<file path="src/rtl/mpa_div.sv">
// Restoring divider for the recent-cpu decay coefficient 2L*F/(2L+F).
// One quotient bit a cycle; no package dependency.
`default_nettype none
module mpa_div #(
  parameter int FRACTION_BITS = 14
) (
  input  wire logic                     clk,
  input  wire logic                     rst,
  input  wire logic                     start,
  input  wire logic [32:0]              two_l,
  output logic                          done,
  output logic [FRACTION_BITS-1:0]      coef
);
  localparam int CW = $clog2(FRACTION_BITS + 1);

  logic          busy;
  logic [CW-1:0] cnt;
  logic [33:0]   rem;
  logic [33:0]   den;
  logic [34:0]   rem2;

  assign rem2 = {rem, 1'b0};

  always_ff @(posedge clk) begin
    if (rst) begin
      busy <= 1'b0;
      done <= 1'b0;
      cnt  <= '0;
    end else begin
      done <= 1'b0;
      if (start) begin
        busy <= 1'b1;
        cnt  <= '0;
      end else if (busy) begin
        cnt <= cnt + 1'b1;
        if (cnt == CW'(FRACTION_BITS - 1)) begin
          busy <= 1'b0;
          done <= 1'b1;
        end
      end
    end
  end

  always_ff @(posedge clk) begin
    if (start) begin
      rem  <= {1'b0, two_l};
      den  <= {1'b0, two_l} + (34'd1 << FRACTION_BITS);
      coef <= '0;
    end else if (busy) begin
      if (rem2 >= {1'b0, den}) begin
        rem  <= 34'(rem2 - {1'b0, den});
        coef <= {coef[FRACTION_BITS-2:0], 1'b1};
      end else begin
        rem  <= rem2[33:0];
        coef <= {coef[FRACTION_BITS-2:0], 1'b0};
      end
    end
  end

endmodule
`default_nettype wire
</file>
<file path="config.mk">
export PLATFORM = sky130hd
export DESIGN_NAME = mpa_div
export DESIGN_NICKNAME = d
export VERILOG_FILES = /design/src/rtl/mpa_div.sv
export SDC_FILE = /design/constraint.sdc
export NUM_CORES = 1
export LEC_CHECK = 0
export BUFFER_PORTS_ARGS = -buffer_cell sky130_fd_sc_hd__buf_2
export CAP_MARGIN = 20
export CORE_ASPECT_RATIO = 0.9
export CORE_UTILIZATION = 60
export DETAILED_ROUTE_END_ITERATION = 7
export PLACE_DENSITY = 0.8
export SLEW_MARGIN = 20
export SYNTH_ARGS = -nofsm -noshare
export SYNTH_HDL_FRONTEND = slang
export SYNTH_SLANG_ARGS = --single-unit
</file>
<file path="constraint.sdc">
create_clock -name clk -period 7.38 [get_ports clk]
set_clock_uncertainty 0.15 [all_clocks]
set_input_delay 0.738 -clock clk [delete_from_list [all_inputs] [get_ports clk]]
set_output_delay 0.738 -clock clk [all_outputs]
set_load 0.005 [all_outputs]
</file>
# --- After elaboration in Yosys (flattened, before gate mapping) ---
# Index checks and enable logic that the tools add are counted.
totals:
  ff_bits: 88
  input_bits: 36
  output_inout_bits: 15
classes:
  n_addsub: 3
  n_lt_le_gt_ge: 1
  n_eq_ne: 1
  n_mux: 8
  bitwise_logic: 1
  reduce_logical: 3
op_table:
  columns: ["operator", "count"]
  rows:
  - ["$mux 33", 2]
  - ["$ge 35x34->1", 1]
  - ["$add 33x15->34 const B", 1]
  - ["$mux 34", 1]
  - ["$sub 34x34->34", 1]
  - ["$mux 1", 5]
  - ["$add 4x1->4 const B", 1]
  - ["$eq 4x4->1 const B", 1]
  - ["$reduce_or 3->1", 1]
  - ["$reduce_bool 2->1", 1]
  - ["$reduce_or 2->1", 1]
  - ["$not 1->1", 1]

# --- Longest topological paths before layout ---
# Gate-level depths: netlist of the first run.
depth:
  depth_word: 4
  depth_mapped: 13
  depth_no_buf: 11

# --- Worst setup path after synthesis of the first run ---
# Ideal clock, no wire load.
synth_path:
  path_type: "register to register"
  startpoint: "register rem[24]"
  endpoint: "register rem[13], data pin"
  setup_ns: 0.260
  arrival_ns: 2.524
  required_ns: 6.970
  slack_ns: 4.446
  path_stages_with_launch: 12
  n_path_buf: 2
  period_less_slack_ns: 2.934
  path_cell_list: "edfxtp_1 -> ha_1 -> buf_6 -> and4_4 -> and4_4 -> nand4_2 -> o211ai_2 -> a211oi_4 -> nand2_2 -> buf_6 -> mux2_4 -> mux2_2"
synth_between:
  elab_chain_len: 4
synth_lines:
  columns: ["element", "line_no", "rtl"]
  rows:
  - ["start, declared", "18", "logic [33:0] rem;"]
  - ["start signal, assigned", "46", "rem <= {1'b0, two_l};"]
  - ["start signal, assigned", "51", "rem <= 34'(rem2 - {1'b0, den});"]
  - ["start signal, assigned", "54", "rem <= rem2[33:0];"]
  - ["$ge 35x34->1", "50", "if (rem2 >= {1'b0, den}) begin"]
  - ["$mux 34", "50", null]
  - ["$mux 33", "49", "end else if (busy) begin"]
  - ["$mux 33", "45", "if (start) begin"]
# Every way passes these cells. The select of a mux whose other input is x is not followed.
# A chain may end at the register's enable or synchronous reset.

# --- Worst setup path after layout of the first run ---
layout_path:
  startpoint: "register rem[27]"
  endpoint: "register rem[27], data pin"
# The elaborated chain is that of the path after synthesis.

==> results of run 1 <==
-- area by class of cell --
cell class                      count  area [um2]
Fill cell                         764        3073
Inverter                           52       195.2
Multi-Input combinational cell    457        3357
Clock inverter                      5       33.78
Tap cell                          126       157.7
Timing Repair Buffer               51       260.3
Sequential cell                    88        2432
Clock buffer                       11       275.3
-- cell usage after synthesis, types with 6 or more instances --
master and instances:
inv_1 52, clkbuf_1 12, a21oi_1 37, o21a_1 6, nor2b_1 9, nand2_1 47
nand3_1 27, nor3b_1 8, ha_1 37, nand4_1 13, a21o_1 7, nor3_1 11
nor2_1 48, xor2_1 13, buf_2 7, a221o_1 6, mux2_2 15, mux2_4 12
o21ai_1 7, dfxtp_1 21, o21ai_0 13, nand2b_1 10, and3_1 8, xnor2_1 30
mux2i_1 19, edfxtp_1 67
-- registers in the layout, indices dropped and copies added (netlist names) --
| register | cells |
|---|---|
| done | 1 |
| coef | 14 |
| den | 34 |
| cnt | 4 |
| busy | 1 |
| rem | 34 |
-- power groups by stage --
stage               Sequential, mW  Clock, mW  Combinational [mW]
finish                       0.689      0.475                1.05
global route                 0.696      0.496                1.13
detailed placement           0.696          0                1.02
CTS                          0.688      0.477                1.03
floorplan                    0.675          0               0.837
global placement             0.693          0               0.995
-- worst max-delay path by stage --
stage | start | end | cells past startpoint
floorplan | rem[24] | rem[13] | 11
global placement | rem[24] | rem[6] | 9
detailed placement | rem[27] | rem[27] | 9
CTS | rem[24] | rem[4] | 9
global route | rem[23] | rem[27] | 9
finish | rem[27] | rem[27] | 9
-- cells by family (layout without fill, tap and decap cells) --
logic type / count (synthesis) / count (layout)
compound gates: 127 / 127
simple gates: 203 / 203
fa+ha+maj: 38 / 38
flops: 88 / 88
mux: 46 / 46
xor+xnor: 43 / 43
buf+inv: 78 / 119
-- layer usage --
layer,up-vias,global-route usage (%),routed length (um)
met5,-,0,0
met4,0,8.420,201
met3,23,5.607,969
met2,168,41.92,6451
met1,2275,40.91,6803
li1,2340,-,-
-- critical path, stage by stage (launching register included) --
cell and delay, ns:
edfxtp_1 0.41, ha_1 0.40, a21oi_1 0.27, nor2_1 0.11
o31ai_2 0.23, o211ai_2 0.15, a211oi_4 0.43, nand2_2 0.59
mux2_4 0.51, mux2_2 0.27
-- per-stage QoR --
stage	utilization (%)	hold slack [ns]	cell area, um2	setup slack (ns)	total power, mW
floorplan	-	0.3172	6121	4.446	1.512
global placement	65.43	0.3246	6402	3.719	1.688
detailed placement	65.43	0.3447	6402	3.665	1.715
CTS	68.59	0.3747	6711	3.646	2.196
global route	68.59	0.3927	6711	3.487	2.322
finish	68.59	0.3710	6711	3.591	2.213
-- placed cells by master (no fill, tap or decap), drive strengths merged, types with 14 or more instances in the layout --
cell    count
nand3      27
nand2      48
inv        54
ha         37
dfxtp      21
buf        51
a21oi      39
xnor2      30
nand4      14
o21ai      20
nor2       49
edfxtp     67
mux2       27
mux2i      19
==> impl_metrics.toml, run 1 <==
[setup_path]
worstSetupPathType = "reg2reg"
worst-endpoint-required_ns = 7.33
timing.rr.start = "rem[27]"
arrival_ns = 3.74
cp-start-kind = "flip-flop"
critical_path.endpoint_type = "flip-flop"
timing.rr.end = "rem[27]"
reg2reg_slack_ns = 3.59
worst-path-max-fanout = 29
ff2ff_path_depth = 9

[logic_synthesis]
synth_top_family_by_area = "simple AND/OR/NAND/NOR gates"
synth.avg_cell_area_um2 = 9.825
ys_warn_count = 0
synth_ff_type = "edfxtp_1"
synth_edf_count = 67
synth_compound_area_share_pct = 14.98
synthCells = 623
synth_area_mm2 = 0.006121
netlist_top_cells_area = "edfxtp_1, ha_1, dfxtp_1, xnor2_1, inv_1"
post-synth-top-area-cell = "edfxtp_1"
ys_ff_latch = 88
synthAdderAreaFrac_pct = 7.890
synthArstFlopShare_pct = 0
synthSimpleGateAreaFrac_pct = 17.01
synth-seq-area-share_pct = 39.74
synth_xor_area_share_pct = 6.153
synth_nets = 697
synth.area.mux_share_pct = 8.810
yosysTopAreaCellShare_pct = 32.87
ys_types = 68

[sta]
slew_viol_final = 0
rsz0062_at_grt = "no"
fin_tns_setup_ns = 0
finalSetupViolations = 0
tightestPinTransition_ns = 1.096
post-route-period-util_pct = 51.35
hold_viol_final = 0
fmax_mhz = 263.9
slew_headroom_pct = 26.81
period_minus_slack_ns = 3.789

[grt]
grt_pass1_wl_mm = 23.12
grt_max_degree = 63
overflow = 0
track_usage_pct = 28.06
antenna_found_initial = 0
grt_pass1_vias = 4615

[die]
die_w_um = 108.5
die_area_mm2 = 0.01061
die_h_um = 97.82
std_cell_rows = 34
core_mm2 = 0.009784
initial_core_util_pct = 62.56
ios = 51

[clock_network]
cts_tree = "yes"
clock_latency_ns = 0.35
cts_buffers = 9
postCtsSetupBuffers = 0
ctsResizeCount = 0
holdBufCountCts = 0
htree_levels = 3
clk_pin_slew_ns = 0.07
root_buffer = "clkbuf_16"
clock-sinks = 88
cts_buffer_depth = 2

[finish]
syn_to_final_growth_pct = 9.648
drive_gt1_share_pct = 17.32
stdcell_count = 790
antennaDiodeCount = 0
nets = 733

[job]
max_cap_viol_count = 0

[routing]
drt-initial-drc-count = 327
wl_mm = 14.43
drc_errors = 0
first_pass_iters = 5
wl_per_cell_um = 18.26
via_per_inst = 6.084
vias = 4806
ant_nets = 0

[power_and_ir_drop]
switching_share_pct = 38.39
p_per_area_mw_per_mm2 = 329.7
p_int_mw = 1.363
ir_drop_v = 0.0001944
power_frac_comb_pct = 47.4
power_frac_clock_pct = 21.5
leakage_nw = 2.812
seqPwrFrac_pct = 31.1
p_switching_mw = 0.8494

[place]
place.gp.congestion = 0.9010
port-buffer-count = 50
place_inst = 774
hpwl_mm = 10.29

[hold_path]
min_from = "coef[8]"
hp-class = "reg2reg"
min_to = "coef[8]"
hold_depth = 2

[run_status]
outcome = "finished clean"
Note: power is estimated with default switching activity, not from simulation.
==> run 2, diff against run 1 <==
==> constraint.sdc (replaced) <==
create_clock -name clk -period 3.95 [get_ports clk]
set_clock_uncertainty 0.15 [all_clocks]
set_input_delay 0.395 -clock clk [delete_from_list [all_inputs] [get_ports clk]]
set_output_delay 0.395 -clock clk [all_outputs]
set_load 0.005 [all_outputs]
==> run 2 against run 1 <==
  * Worst setup slack got worse by 3.1 ns
  * Fmax rose by 8.6%
  * Combinational power rose by 91%
  * Core utilization rose by 0.52 points
  * Cell area rose by 0.76%
  * Sequential share of layout area fell by 0.27 points
  * Power rose by 91%
  * Clock power rose by 98%
  * Worst hold slack got worse by 0.30 ns
  * Clock-buffer cell count did not move
  * First-iteration DRC count rose by 23%
  * Largest cell class unchanged
  * Highest routed layer unchanged
==> impl_metrics.toml, run 2 (synthesis results as in run 1) <==
[setup_path]
timing.rr.start = "rem[27]"
path_cells = "ha_1 -> a21oi_1 -> nor2_1 -> o31ai_2 -> o211ai_2 -> a211oi_4 -> and2_1 -> nor2_2 -> a221o_1"
crit_path_max_incr_delay_ns = 0.46
arrival_ns = 3.44
worstPathBufferInverterCount = 0
path_delay_family = "compound AO/OA/AOI/OAI gates"
critical_path.endpoint_type = "flip-flop"
cp_slowest_cell = "a211oi_4"
cp-start-kind = "flip-flop"
worst-endpoint-required_ns = 3.90
worst-path-max-fanout = 10
worstSetupPathType = "reg2reg"
critPathLaunch = "rem[27]"

[sta]
slew_headroom_pct = 38.69
post-route-period-util_pct = 88.33
hold_viol_final = 0
fin_tns_setup_ns = 0
rsz0062_at_grt = "no"
tightestPinTransition_ns = 0.9197
finalSetupViolations = 0
slew_viol_final = 0
period_minus_slack_ns = 3.489
fmax_mhz = 286.6

[hold_path]
hp-class = "in2reg"
min_from = "rst"

[place]
place.gp.congestion = 0.9983
hpwl_mm = 10.78
port-buffer-count = 50
place_inst = 779

[finish]
syn_to_final_growth_pct = 10.49
drive_gt1_share_pct = 17.64
antennaDiodeCount = 0
mostFrequentLayoutCell = "edfxtp_1"
stdcell_count = 795
nets = 738
top_regs = "den (34), rem (34), coef (14)"
final_cell_mix = "edfxtp_1, inv_1, buf_2"

[routing]
wl_mm = 15.07
drc_errors = 0
wl_per_cell_um = 18.95
via_per_inst = 6.252
drt-initial-drc-count = 403
first_pass_iters = 5
vias = 4970
ant_nets = 0

[run_status]
outcome = "finished clean"

[die]
die_h_um = 97.82
std_cell_rows = 34
die_w_um = 108.5
die_area_mm2 = 0.01061
ios = 51
initial_core_util_pct = 62.56
core_mm2 = 0.009784

[grt]
track_usage_pct = 29.36
use_met1_pct = 41.89
grt_pass1_wl_mm = 24.25
grt_pass1_vias = 4795
grt_max_degree = 62
overflow = 0
antenna_found_initial = 0
top_usage_layer = "met2"
use_met2_pct = 45.67
met3_usage_pct = 5.808

[clock_network]
htree_levels = 3
holdBufCountCts = 0
clock_latency_ns = 0.35
ctsResizeCount = 0
root_buffer = "clkbuf_16"
clk_pin_slew_ns = 0.06
cts_buffers = 9
cts_tree = "yes"
clock-sinks = 88
postCtsSetupBuffers = 0
cts_buffer_depth = 2

[power_and_ir_drop]
ir_drop_v = 0.0003541
leakage_nw = 2.833
p_per_area_mw_per_mm2 = 625.5

[job]
max_cap_viol_count = 0
## run 2: changes by cell type in the layout (fill, tap and decap cells not counted), moves of 2 or more
cell,previous run,this run
buf_4,2,7
bufinv_16,0,2
clkbuf_16,11,9
clkinv_2,2,0
## run 2: power breakdown
part	total [mW]	switching, mW	internal (mW)
clock network	0.939	0.368	0.571
logic	2.01	1.15	0.867
registers	1.28	0.0868	1.19
total	4.23	1.60	2.63
## run 2: worst paths after layout
kind / end / slack (ns) / depth (start not counted)
setup / recovery: rem[31] / 0.46 / 9
hold / removal: busy / 0.07 / 2
setup reg to reg: rem[31] / 0.46 / 9
hold reg to reg: coef[13] / 0.35 / 2
## run 2: stage by stage
stage / area, um2 / power, mW / setup slack (ns) / util, % / hold WS [ns]
floorplan: 6121 / 2.826 / 1.016 / - / 0.3172
global placement: 6440 / 3.190 / 0.6081 / 65.82 / 0.3249
detailed placement: 6440 / 3.236 / 0.5334 / 65.82 / 0.3353
CTS: 6763 / 4.198 / 0.4956 / 69.12 / 0.06109
global route: 6763 / 4.441 / 0.1677 / 69.12 / 0.07583
finish: 6763 / 4.230 / 0.4610 / 69.12 / 0.06782
## run 2: area by class of cell
class | count | area (um2)
Clock buffer | 11 | 242.7
Tap cell | 126 | 157.7
Fill cell | 775 | 3022
Multi-Input combinational cell | 457 | 3357
Sequential cell | 88 | 2432
Clock inverter | 5 | 80.08
Timing Repair Buffer | 56 | 297.8
Inverter | 52 | 195.2
## run 2: per-layer routing
layer,vias up,wire [um]
li1,2344,-
met1,2366,6900
met2,237,6723
met3,23,1236
met4,0,206
met5,-,0
## run 2: worst reg2reg max path, stage by stage, from the launching register on
cell      delay, ns
edfxtp_1       0.41
ha_1           0.41
a21oi_1        0.25
nor2_1         0.10
o31ai_2        0.23
o211ai_2       0.15
a211oi_4       0.46
and2_1         0.47
nor2_2         0.23
a221o_1        0.39
